===== src/hw/rtl/ole_pkg.sv =====
`timescale 1ns / 1ps
// Shared types and codes for the ordered list engine.
package ole_pkg;

    localparam logic [2:0] MODE_APPEND = 3'd0;
    localparam logic [2:0] MODE_SORTED = 3'd1;
    localparam logic [2:0] MODE_INSERT = 3'd2;
    localparam logic [2:0] MODE_DELETE = 3'd3;
    localparam logic [2:0] MODE_SORT   = 3'd4;
    localparam logic [2:0] MODE_READ   = 3'd5;
    localparam logic [2:0] MODE_STATS  = 3'd6;

    localparam logic [1:0] ST_OK     = 2'd0;
    localparam logic [1:0] ST_FULL   = 2'd1;
    localparam logic [1:0] ST_BADPOS = 2'd2;
    localparam logic [1:0] ST_EMPTY  = 2'd3;

    typedef struct packed {
        logic [2:0]         mode;
        logic signed [31:0] value;
        logic [4:0]         position;
    } t_req;

    typedef struct packed {
        logic [1:0]         status;
        logic [4:0]         entry_count;
        logic signed [31:0] read_value;
        logic signed [31:0] minimum;
        logic signed [31:0] maximum;
        logic signed [35:0] total;
        logic signed [31:0] average;
    } t_rsp;

endpackage


===== src/hw/rtl/ordered_list_engine.sv =====
`timescale 1ns / 1ps
// Ordered list engine: list kept in one sync RAM, walked by a sequencer.
//
//  channel  dir  valid         stall         payload
//  request  in   i_req_valid   o_req_stall   i_req (t_req)
//  result   out  o_rsp_valid   i_rsp_stall   o_rsp (t_rsp)
//
// One operation at a time; every RAM access has a read state and a use state.
// Reset empties the list at once (count to zero); RAM contents are not cleared.
// A finished result waits in FIN while an earlier result is still held by a stalled result channel.
module ordered_list_engine
    import ole_pkg::*;
#(
    parameter int CAPACITY = 16
) (
    input  logic i_clk,
    input  logic i_rst_n,
    input  logic i_req_valid,
    output logic o_req_stall,
    input  t_req i_req,
    output logic o_rsp_valid,
    input  logic i_rsp_stall,
    output t_rsp o_rsp
);

    localparam int AW = (CAPACITY > 1) ? $clog2(CAPACITY) : 1;
    localparam int CW = $clog2(CAPACITY + 1);
    localparam int PW = ((CW > 5) ? CW : 5) + 1;
    localparam int SW = 33 + $clog2(CAPACITY);
    localparam int KW = $clog2(SW + 1);

    typedef enum logic [4:0] {
        S_IDLE, S_SHIFT_SET, S_SHIFT_RD, S_SHIFT_WR, S_PLACE,
        S_SRCH_RD, S_SRCH_EV, S_DEL_CHK, S_DEL_RD, S_DEL_WR,
        S_SORT_I, S_SORT_LD, S_SORT_RD, S_SORT_EV, S_SORT_WB,
        S_READ_RD, S_READ_EV, S_STAT_RD, S_STAT_EV,
        S_DIV_SET, S_DIV, S_DIV_END, S_FIN
    } t_state;

    logic [31:0] mem [CAPACITY];
    logic [31:0] r_rdata;

    t_state                r_state;
    logic [CW-1:0]         r_count;
    logic [CW-1:0]         r_i;
    logic [CW-1:0]         r_j;
    logic [CW-1:0]         r_slot;
    logic [31:0]           r_value;
    logic [31:0]           r_ei;
    logic                  r_le;
    logic [1:0]            r_status;
    logic signed [31:0]    r_rd;
    logic signed [31:0]    r_min;
    logic signed [31:0]    r_max;
    logic signed [SW-1:0]  r_sum;
    logic signed [31:0]    r_avg;
    logic                  r_neg;
    logic [SW-1:0]         r_dq;
    logic [CW-1:0]         r_rem;
    logic [KW-1:0]         r_k;
    logic                  r_rsp_valid;
    t_rsp                  r_rsp;

    logic                  mem_we;
    logic [AW-1:0]         mem_wa;
    logic [31:0]           mem_wd;
    logic [AW-1:0]         mem_ra;
    logic [CW-1:0]         ra_full;
    logic [CW-1:0]         wa_full;
    logic [CW-1:0]         i_m1;
    logic [CW-1:0]         i_p1;
    logic [CW-1:0]         j_p1;
    logic [PW-1:0]         pos_ext;
    logic [PW-1:0]         cnt_ext;
    logic                  pos_in_list;
    logic                  pos_in_ins;
    logic [CW-1:0]         pos_m1;
    logic                  sort_lt;
    logic                  srch_gt;
    logic [CW:0]           rem2;
    logic                  div_ge;
    logic [CW:0]           rem_sub;
    logic [SW-1:0]         sum_abs;
    logic [SW-1:0]         q_signed;
    logic signed [SW-1:0]  elem_ext;
    logic                  req_acc;

    assign i_m1    = r_i - 1'b1;
    assign i_p1    = r_i + 1'b1;
    assign j_p1    = r_j + 1'b1;
    assign pos_ext = PW'(i_req.position);
    assign cnt_ext = PW'(r_count);
    assign pos_in_list = (pos_ext != '0) && (pos_ext <= cnt_ext);
    assign pos_in_ins  = (pos_ext != '0) && (pos_ext <= cnt_ext + 1'b1);
    assign pos_m1  = CW'(pos_ext - 1'b1);
    assign sort_lt = $signed(r_rdata) < $signed(r_ei);
    assign srch_gt = $signed(r_rdata) > $signed(r_value);
    assign elem_ext = SW'($signed(r_rdata));
    assign rem2    = {r_rem, r_dq[SW-1]};
    assign div_ge  = rem2 >= {1'b0, r_count};
    assign rem_sub = div_ge ? (rem2 - {1'b0, r_count}) : rem2;
    assign sum_abs = r_sum[SW-1] ? (~r_sum + 1'b1) : r_sum;
    assign q_signed = r_neg ? (~r_dq + 1'b1) : r_dq;
    assign req_acc = i_req_valid && !o_req_stall;

    assign o_req_stall = (r_state != S_IDLE);
    assign o_rsp_valid = r_rsp_valid;
    assign o_rsp       = r_rsp;

    always_comb begin
        mem_we  = 1'b0;
        wa_full = r_i;
        mem_wd  = r_rdata;
        ra_full = r_j;
        case (r_state)
            S_SHIFT_RD: ra_full = i_m1;
            S_SHIFT_WR: mem_we = 1'b1;
            S_PLACE: begin
                mem_we  = 1'b1;
                wa_full = r_slot;
                mem_wd  = r_value;
            end
            S_DEL_RD:   ra_full = i_p1;
            S_DEL_WR:   mem_we = 1'b1;
            S_SORT_I:   ra_full = r_i;
            S_SORT_EV: begin
                mem_we  = sort_lt;
                wa_full = r_j;
                mem_wd  = r_ei;
            end
            S_SORT_WB: begin
                mem_we = 1'b1;
                mem_wd = r_ei;
            end
            S_READ_RD:  ra_full = r_i;
            default: ;
        endcase
        mem_wa = wa_full[AW-1:0];
        mem_ra = ra_full[AW-1:0];
    end

    always_ff @(posedge i_clk) begin
        if (mem_we) begin
            mem[mem_wa] <= mem_wd;
        end
        r_rdata <= mem[mem_ra];
    end

    always_ff @(posedge i_clk) begin
        if (!i_rst_n) begin
            r_state     <= S_IDLE;
            r_count     <= '0;
            r_rsp_valid <= 1'b0;
        end else begin
            // FIN reloads the result register itself
            if (r_rsp_valid && !i_rsp_stall && r_state != S_FIN) begin
                r_rsp_valid <= 1'b0;
            end
            case (r_state)
                S_IDLE: begin
                    if (req_acc) begin
                        r_value  <= i_req.value;
                        r_status <= ST_OK;
                        r_rd     <= '0;
                        r_min    <= '0;
                        r_max    <= '0;
                        r_sum    <= '0;
                        r_avg    <= '0;
                        r_i      <= r_count;
                        r_j      <= '0;
                        r_le     <= 1'b1;
                        r_state  <= S_FIN;
                        case (i_req.mode)
                            MODE_APPEND, MODE_SORTED, MODE_INSERT: begin
                                if (r_count >= CW'(CAPACITY)) begin
                                    r_status <= ST_FULL;
                                end else if (i_req.mode == MODE_APPEND) begin
                                    r_slot  <= r_count;
                                    r_state <= S_PLACE;
                                end else if (i_req.mode == MODE_SORTED) begin
                                    r_slot  <= '0;
                                    r_state <= (r_count == '0) ? S_PLACE : S_SRCH_RD;
                                end else if (!pos_in_ins) begin
                                    r_status <= ST_BADPOS;
                                end else begin
                                    r_slot  <= pos_m1;
                                    r_state <= S_SHIFT_SET;
                                end
                            end
                            MODE_DELETE, MODE_READ: begin
                                if (r_count == '0) begin
                                    r_status <= ST_EMPTY;
                                end else if (!pos_in_list) begin
                                    r_status <= ST_BADPOS;
                                end else begin
                                    r_i     <= pos_m1;
                                    r_state <= (i_req.mode == MODE_DELETE) ? S_DEL_CHK
                                                                           : S_READ_RD;
                                end
                            end
                            MODE_SORT: begin
                                r_i     <= '0;
                                r_state <= S_SORT_I;
                            end
                            MODE_STATS: begin
                                if (r_count == '0) begin
                                    r_status <= ST_EMPTY;
                                end else begin
                                    r_state <= S_STAT_RD;
                                end
                            end
                            default: ;
                        endcase
                    end
                end
                S_SHIFT_SET: r_state <= (r_i > r_slot) ? S_SHIFT_RD : S_PLACE;
                S_SHIFT_RD:  r_state <= S_SHIFT_WR;
                S_SHIFT_WR: begin
                    r_i     <= i_m1;
                    r_state <= (i_m1 > r_slot) ? S_SHIFT_RD : S_PLACE;
                end
                S_PLACE: begin
                    r_count <= r_count + 1'b1;
                    r_state <= S_FIN;
                end
                S_SRCH_RD: r_state <= S_SRCH_EV;
                S_SRCH_EV: begin
                    // slot j sits between an entry <= value and one > value
                    if (r_le && srch_gt) begin
                        r_slot  <= r_j;
                        r_state <= S_SHIFT_SET;
                    end else if (j_p1 == r_count) begin
                        r_slot  <= r_count;
                        r_state <= S_SHIFT_SET;
                    end else begin
                        r_le    <= !srch_gt;
                        r_j     <= j_p1;
                        r_state <= S_SRCH_RD;
                    end
                end
                S_DEL_CHK: begin
                    if (i_p1 < r_count) begin
                        r_state <= S_DEL_RD;
                    end else begin
                        r_count <= r_count - 1'b1;
                        r_state <= S_FIN;
                    end
                end
                S_DEL_RD: r_state <= S_DEL_WR;
                S_DEL_WR: begin
                    r_i     <= i_p1;
                    r_state <= S_DEL_CHK;
                end
                S_SORT_I: r_state <= (i_p1 < r_count) ? S_SORT_LD : S_FIN;
                S_SORT_LD: begin
                    r_ei    <= r_rdata;
                    r_j     <= i_p1;
                    r_state <= S_SORT_RD;
                end
                S_SORT_RD: r_state <= S_SORT_EV;
                S_SORT_EV: begin
                    if (sort_lt) begin
                        r_ei <= r_rdata;
                    end
                    r_j     <= j_p1;
                    r_state <= (j_p1 < r_count) ? S_SORT_RD : S_SORT_WB;
                end
                S_SORT_WB: begin
                    r_i     <= i_p1;
                    r_state <= S_SORT_I;
                end
                S_READ_RD: r_state <= S_READ_EV;
                S_READ_EV: begin
                    r_rd    <= $signed(r_rdata);
                    r_state <= S_FIN;
                end
                S_STAT_RD: r_state <= S_STAT_EV;
                S_STAT_EV: begin
                    if (r_j == '0 || $signed(r_rdata) < r_min) begin
                        r_min <= $signed(r_rdata);
                    end
                    if (r_j == '0 || $signed(r_rdata) > r_max) begin
                        r_max <= $signed(r_rdata);
                    end
                    r_sum   <= r_sum + elem_ext;
                    r_j     <= j_p1;
                    r_state <= (j_p1 == r_count) ? S_DIV_SET : S_STAT_RD;
                end
                S_DIV_SET: begin
                    r_neg   <= r_sum[SW-1];
                    r_dq    <= sum_abs;
                    r_rem   <= '0;
                    r_k     <= KW'(SW);
                    r_state <= S_DIV;
                end
                S_DIV: begin
                    // restoring divide, one quotient bit per cycle
                    r_rem   <= rem_sub[CW-1:0];
                    r_dq    <= {r_dq[SW-2:0], div_ge};
                    r_k     <= r_k - 1'b1;
                    r_state <= (r_k == KW'(1)) ? S_DIV_END : S_DIV;
                end
                S_DIV_END: begin
                    r_avg   <= $signed(q_signed[31:0]);
                    r_state <= S_FIN;
                end
                S_FIN: begin
                    if (!r_rsp_valid || !i_rsp_stall) begin
                        r_rsp_valid         <= 1'b1;
                        r_rsp.status        <= r_status;
                        r_rsp.entry_count   <= 5'(r_count);
                        r_rsp.read_value    <= r_rd;
                        r_rsp.minimum       <= r_min;
                        r_rsp.maximum       <= r_max;
                        r_rsp.total         <= 36'(r_sum);
                        r_rsp.average       <= r_avg;
                        r_state             <= S_IDLE;
                    end
                end
                default: r_state <= S_IDLE;
            endcase
        end
    end

    a_count_bound: assert property (@(posedge i_clk) disable iff (!i_rst_n)
        r_count <= CW'(CAPACITY))
        else $error("entry count above capacity");

    a_rsp_from_fin: assert property (@(posedge i_clk) disable iff (!i_rst_n)
        $rose(r_rsp_valid) |-> $past(r_state == S_FIN))
        else $error("result raised outside finish state");

    a_fin_holds: assert property (@(posedge i_clk) disable iff (!i_rst_n)
        (r_state == S_FIN && r_rsp_valid && i_rsp_stall) |=> r_state == S_FIN)
        else $error("pending result overwritten");

    a_div_rem: assert property (@(posedge i_clk) disable iff (!i_rst_n)
        (r_state == S_DIV) |-> (r_rem < r_count))
        else $error("divider remainder out of range");

endmodule


===== config.mk =====
export PLATFORM = sky130hd
export DESIGN_NAME = ordered_list_engine
export DESIGN_NICKNAME = d
export VERILOG_FILES = /design/src/hw/rtl/ole_pkg.sv /design/src/hw/rtl/ordered_list_engine.sv
export SDC_FILE = /design/constraint.sdc
export NUM_CORES = 2
export LEC_CHECK = 0
export ABC_AREA = 1
export BUFFER_PORTS_ARGS = -buffer_cell sky130_fd_sc_hd__clkbuf_2
export CAP_MARGIN = 20
export CORE_UTILIZATION = 58
export CTS_BUF_LIST = sky130_fd_sc_hd__clkbuf_8
export CTS_CLUSTER_DIAMETER = 80
export DETAILED_ROUTE_END_ITERATION = 7
export PLACE_DENSITY = 0.79
export SETUP_SLACK_MARGIN = 0.4
export SLEW_MARGIN = 5
export SYNTH_ARGS = -nofsm -noshare
export SYNTH_HDL_FRONTEND = slang
export SYNTH_SLANG_ARGS = --single-unit
export TNS_END_PERCENT = 100

===== constraint.sdc =====
create_clock -name i_clk -period 10 [get_ports i_clk]
set_input_delay 2 -clock i_clk [delete_from_list [all_inputs] [get_ports i_clk]]
set_output_delay 2 -clock i_clk [all_outputs]
set_load 0.05 [all_outputs]

==> reports/metrics.cfg <==
[run_status]
status = finished clean

[synthesis]
synth-seq-cells = 1022
ys_async_sr_fraction_pct = 0
synth.avg_cell_area_um2 = 11.0
synth_top_cell_by_area = edfxtp_1
synth_nets = 4525
synthCells = 4268
ys_types = 52
yosysWarnings = 0
syn_area_mm2 = 0.0471
synth.top_cell.area_share_pct = 62.4
ys.flop_type = edfxtp_1
synth.top_cells.by_area = edfxtp_1, ha_1, inv_1, nand2_1, a21oi_1
synth_edf_count = 979
seq_area_frac_synth_pct = 64.2

[placed_design]
placed_cell_area_mm2 = 0.0497
routabilityCongestion = 0.981
portBuffers = 216
dp_hpwl_um = 75900

[global_routing]
grt_max_degree = 270
gr-total-overflow = 0
busiest_layer = met2
met2_usage_pct = 46.2
grt_antenna_before_repair = 3
grt_pass1_vias = 31900
use_met3_pct = 5.20
grt_usage_pct = 29.1
use_met1_pct = 38.8
grt_pass1_wl_um = 181000

[clocking]
clk_pin_slew_ns = 0.06
post_cts_buffers = 0
h-tree-depth = 4
cts_sinks = 1022
cts_tree = yes
cts_resized = 0
insertion_delay_ns = 0.84
clockRootBuffer = clkbuf_8
clock_path_buffers = 3
cts_hold_buf = 0
numCtsBuffers = 161

[worst_setup_path]
crit_slowest_cell = nor2_1
start_kind = flip-flop
cp_slowest_stage_delay_ns = 0.46
worstPathRequired_ns = 8.00
critPathCaptureType = primary output
crit_arrival_ns = 2.87
worst-path-max-fanout = 8
r2r_setup_slack_ns = 5.63
worstRegToRegCells = 11
rr_endpoint = mem[1][7]$_DFFE_PP_
path_cells = inv_2 > nand2_1 > nor2_1 > inv_2 > nor2_1 > inv_1 > clkbuf_2
r2r-start = r_rdata[13]$_DFF_P_
path_class = reg2out

[flow_run]
drv_cap = 0

[sta]
hold_violations = 0
clock_skew_ns = 0.0599
period_needed_ns = 4.87
timing.fmax_mhz = 205
fin_crit_sh_pct = 48.7
setup_viol = 0
tightest_slew_ns = 1.19
rsz0062_at_grt = false
slew_violations = 0
finalSetupTns_ns = 0
relSlewSlack_pct = 20.7

[routing]
drt_iter0_drc = 3577
vias = 33600
wl_um = 120000
drc = 0
avgRoutedWirePerCell_um = 20.8
ant_nets = 0
first_pass_iters = 8
drt-vias-per-instance = 5.82

[cells_and_area]
area_growth_pct = 12.5
final_area_mm2 = 0.0530
nets = 4841
layout-drive-gt1-share_pct = 12.2

[floorplanning]
dieHeight_um = 287
io_pins = 217
initial_utilization_pct = 58.6
core_mm2 = 0.0804
die_x_um = 287
rows = 104
die_area_mm2 = 0.0824

[min_path]
hp-class = reg2reg
min_to = o_rsp[12]$_DFFE_PP_
holdPathStages = 0
min_from = r_avg[12]$_SDFFCE_PP0P_

[pwr]
ir_worst_vdd_uv = 379
power.density_mw_per_mm2 = 298
power.static_leakage_nw = 21.2

==> state kept, by name, summed over array words and instances (netlist names), 2 cells and up <==
register  count
mem         512
o_rsp       171
r_avg        32
r_count       5
r_dq         37
r_ei         32
r_i           5
r_j           5
r_k           6
r_max        32
r_min        32
r_rd         32
r_rdata      32
r_rem         5
r_slot        5
r_state       5
r_status      2
r_sum        37
r_value      32
==> cell type report <==
class                      instances  area [um^2]
antenna                            1         2.50
clock buffer                     172         2370
clock inverter                   121          772
fill                            5739        27400
inverter                         675         2530
multi-input combinational       2426        14000
sequential                      1022        30300
tap                             1060         1330
timing repair buffer             298         1770
==> how the worst max path moves through the flow <==
stage	startpoint	to	slack, ns
floorplan	i_rst_n	r_max[0]$_DFFE_PP_	2.73
global placement	i_rst_n	r_max[12]$_DFFE_PP_	5.10
detailed placement	i_rst_n	r_max[12]$_DFFE_PP_	5.05
CTS	r_state[1]$_SDFFE_PN0P_	o_req_stall	5.11
global route	r_state[1]$_SDFFE_PN0P_	o_req_stall	4.97
finish	r_state[1]$_SDFFE_PN0P_	o_req_stall	5.13
==> worst max-delay path, delay by kind of cell, from the launching register on <==
family	cells	cell delay, ns
buf+inv	4	0.90
flops	1	0.34
simple gates	3	0.79
==> per-layer routing <==
layer	up-vias	share of wire [%]
met1	15700	39
met3	314	10
li1	15700	-
met5	-	0
met2	1852	47
met4	0	4.4
==> logic make-up after synthesis <==
family / count (synthesis) / synth area share [%]
DFF: 1022 / 64.2
adders and majority gates: 213 / 5.71
and+or+nand+nor: 1234 / 11.0
buffers and inverters: 820 / 6.79
xor gates and xnor gates: 48 / 0.893
AOI/OAI and AO/OA: 931 / 11.3
==> layout by cell type, fill, tap and decap left out, drive strengths merged, types with 36 or more instances in the layout <==
cell type / count
a21oi: 374
buf: 78
clkbuf: 392
clkinv: 67
dfxtp: 43
edfxtp: 979
ha: 210
inv: 721
nand2: 564
nand3: 266
nand4: 36
nor2: 308
o211ai: 145
o21ai: 301
==> stage by stage <==
step / power [mW] / instances / hold slack [ns] / utilization (%) / setup slack [ns]
after floorplan: 10.3 / 4268 / 0.400 / - / 2.73
after global placement: 12.0 / 5462 / 0.400 / 61.8 / 5.10
after detailed placement: 12.2 / 5469 / 0.405 / 61.8 / 5.05
after CTS: 15.6 / 5762 / 0.396 / 65.7 / 5.11
after global routing: 16.6 / 5775 / 0.423 / 65.9 / 4.97
final: 15.8 / 5775 / 0.400 / 65.9 / 5.13
==> cell usage after synthesis (3+ instances only) <==
master and count:
clkbuf_1 49, buf_1 13, o21ai_0 227, o211ai_1 143, o31ai_1 5, or2_2 5, nand2_1 559, o21a_1 13
a31oi_1 25, fa_1 3, o22ai_1 12, nand3_1 266, nor3b_1 3, a22oi_1 3, nor2_1 303, inv_2 11
inv_1 661, buf_2 78, nand4_1 36, o21ai_1 74, nor3_1 32, buf_4 4, edfxtp_1 979, nand2_2 5
o221ai_1 35, xnor2_1 13, ha_1 210, dfxtp_1 43, nor4_1 14, xor2_1 35, o2111ai_1 4, a21oi_1 374
o21bai_1 4, clkinv_1 3, nor2_2 4
==> where the power goes <==
group	switching, mW	leakage, nW	total (mW)	internal [mW]
sequential	0.586	9.29	6.39	5.81
clock	1.69	1.75	3.42	1.73
combinational	4.14	10.1	5.96	1.82
total	6.42	21.2	15.8	9.36
Note: power is estimated with default switching activity, not from simulation.
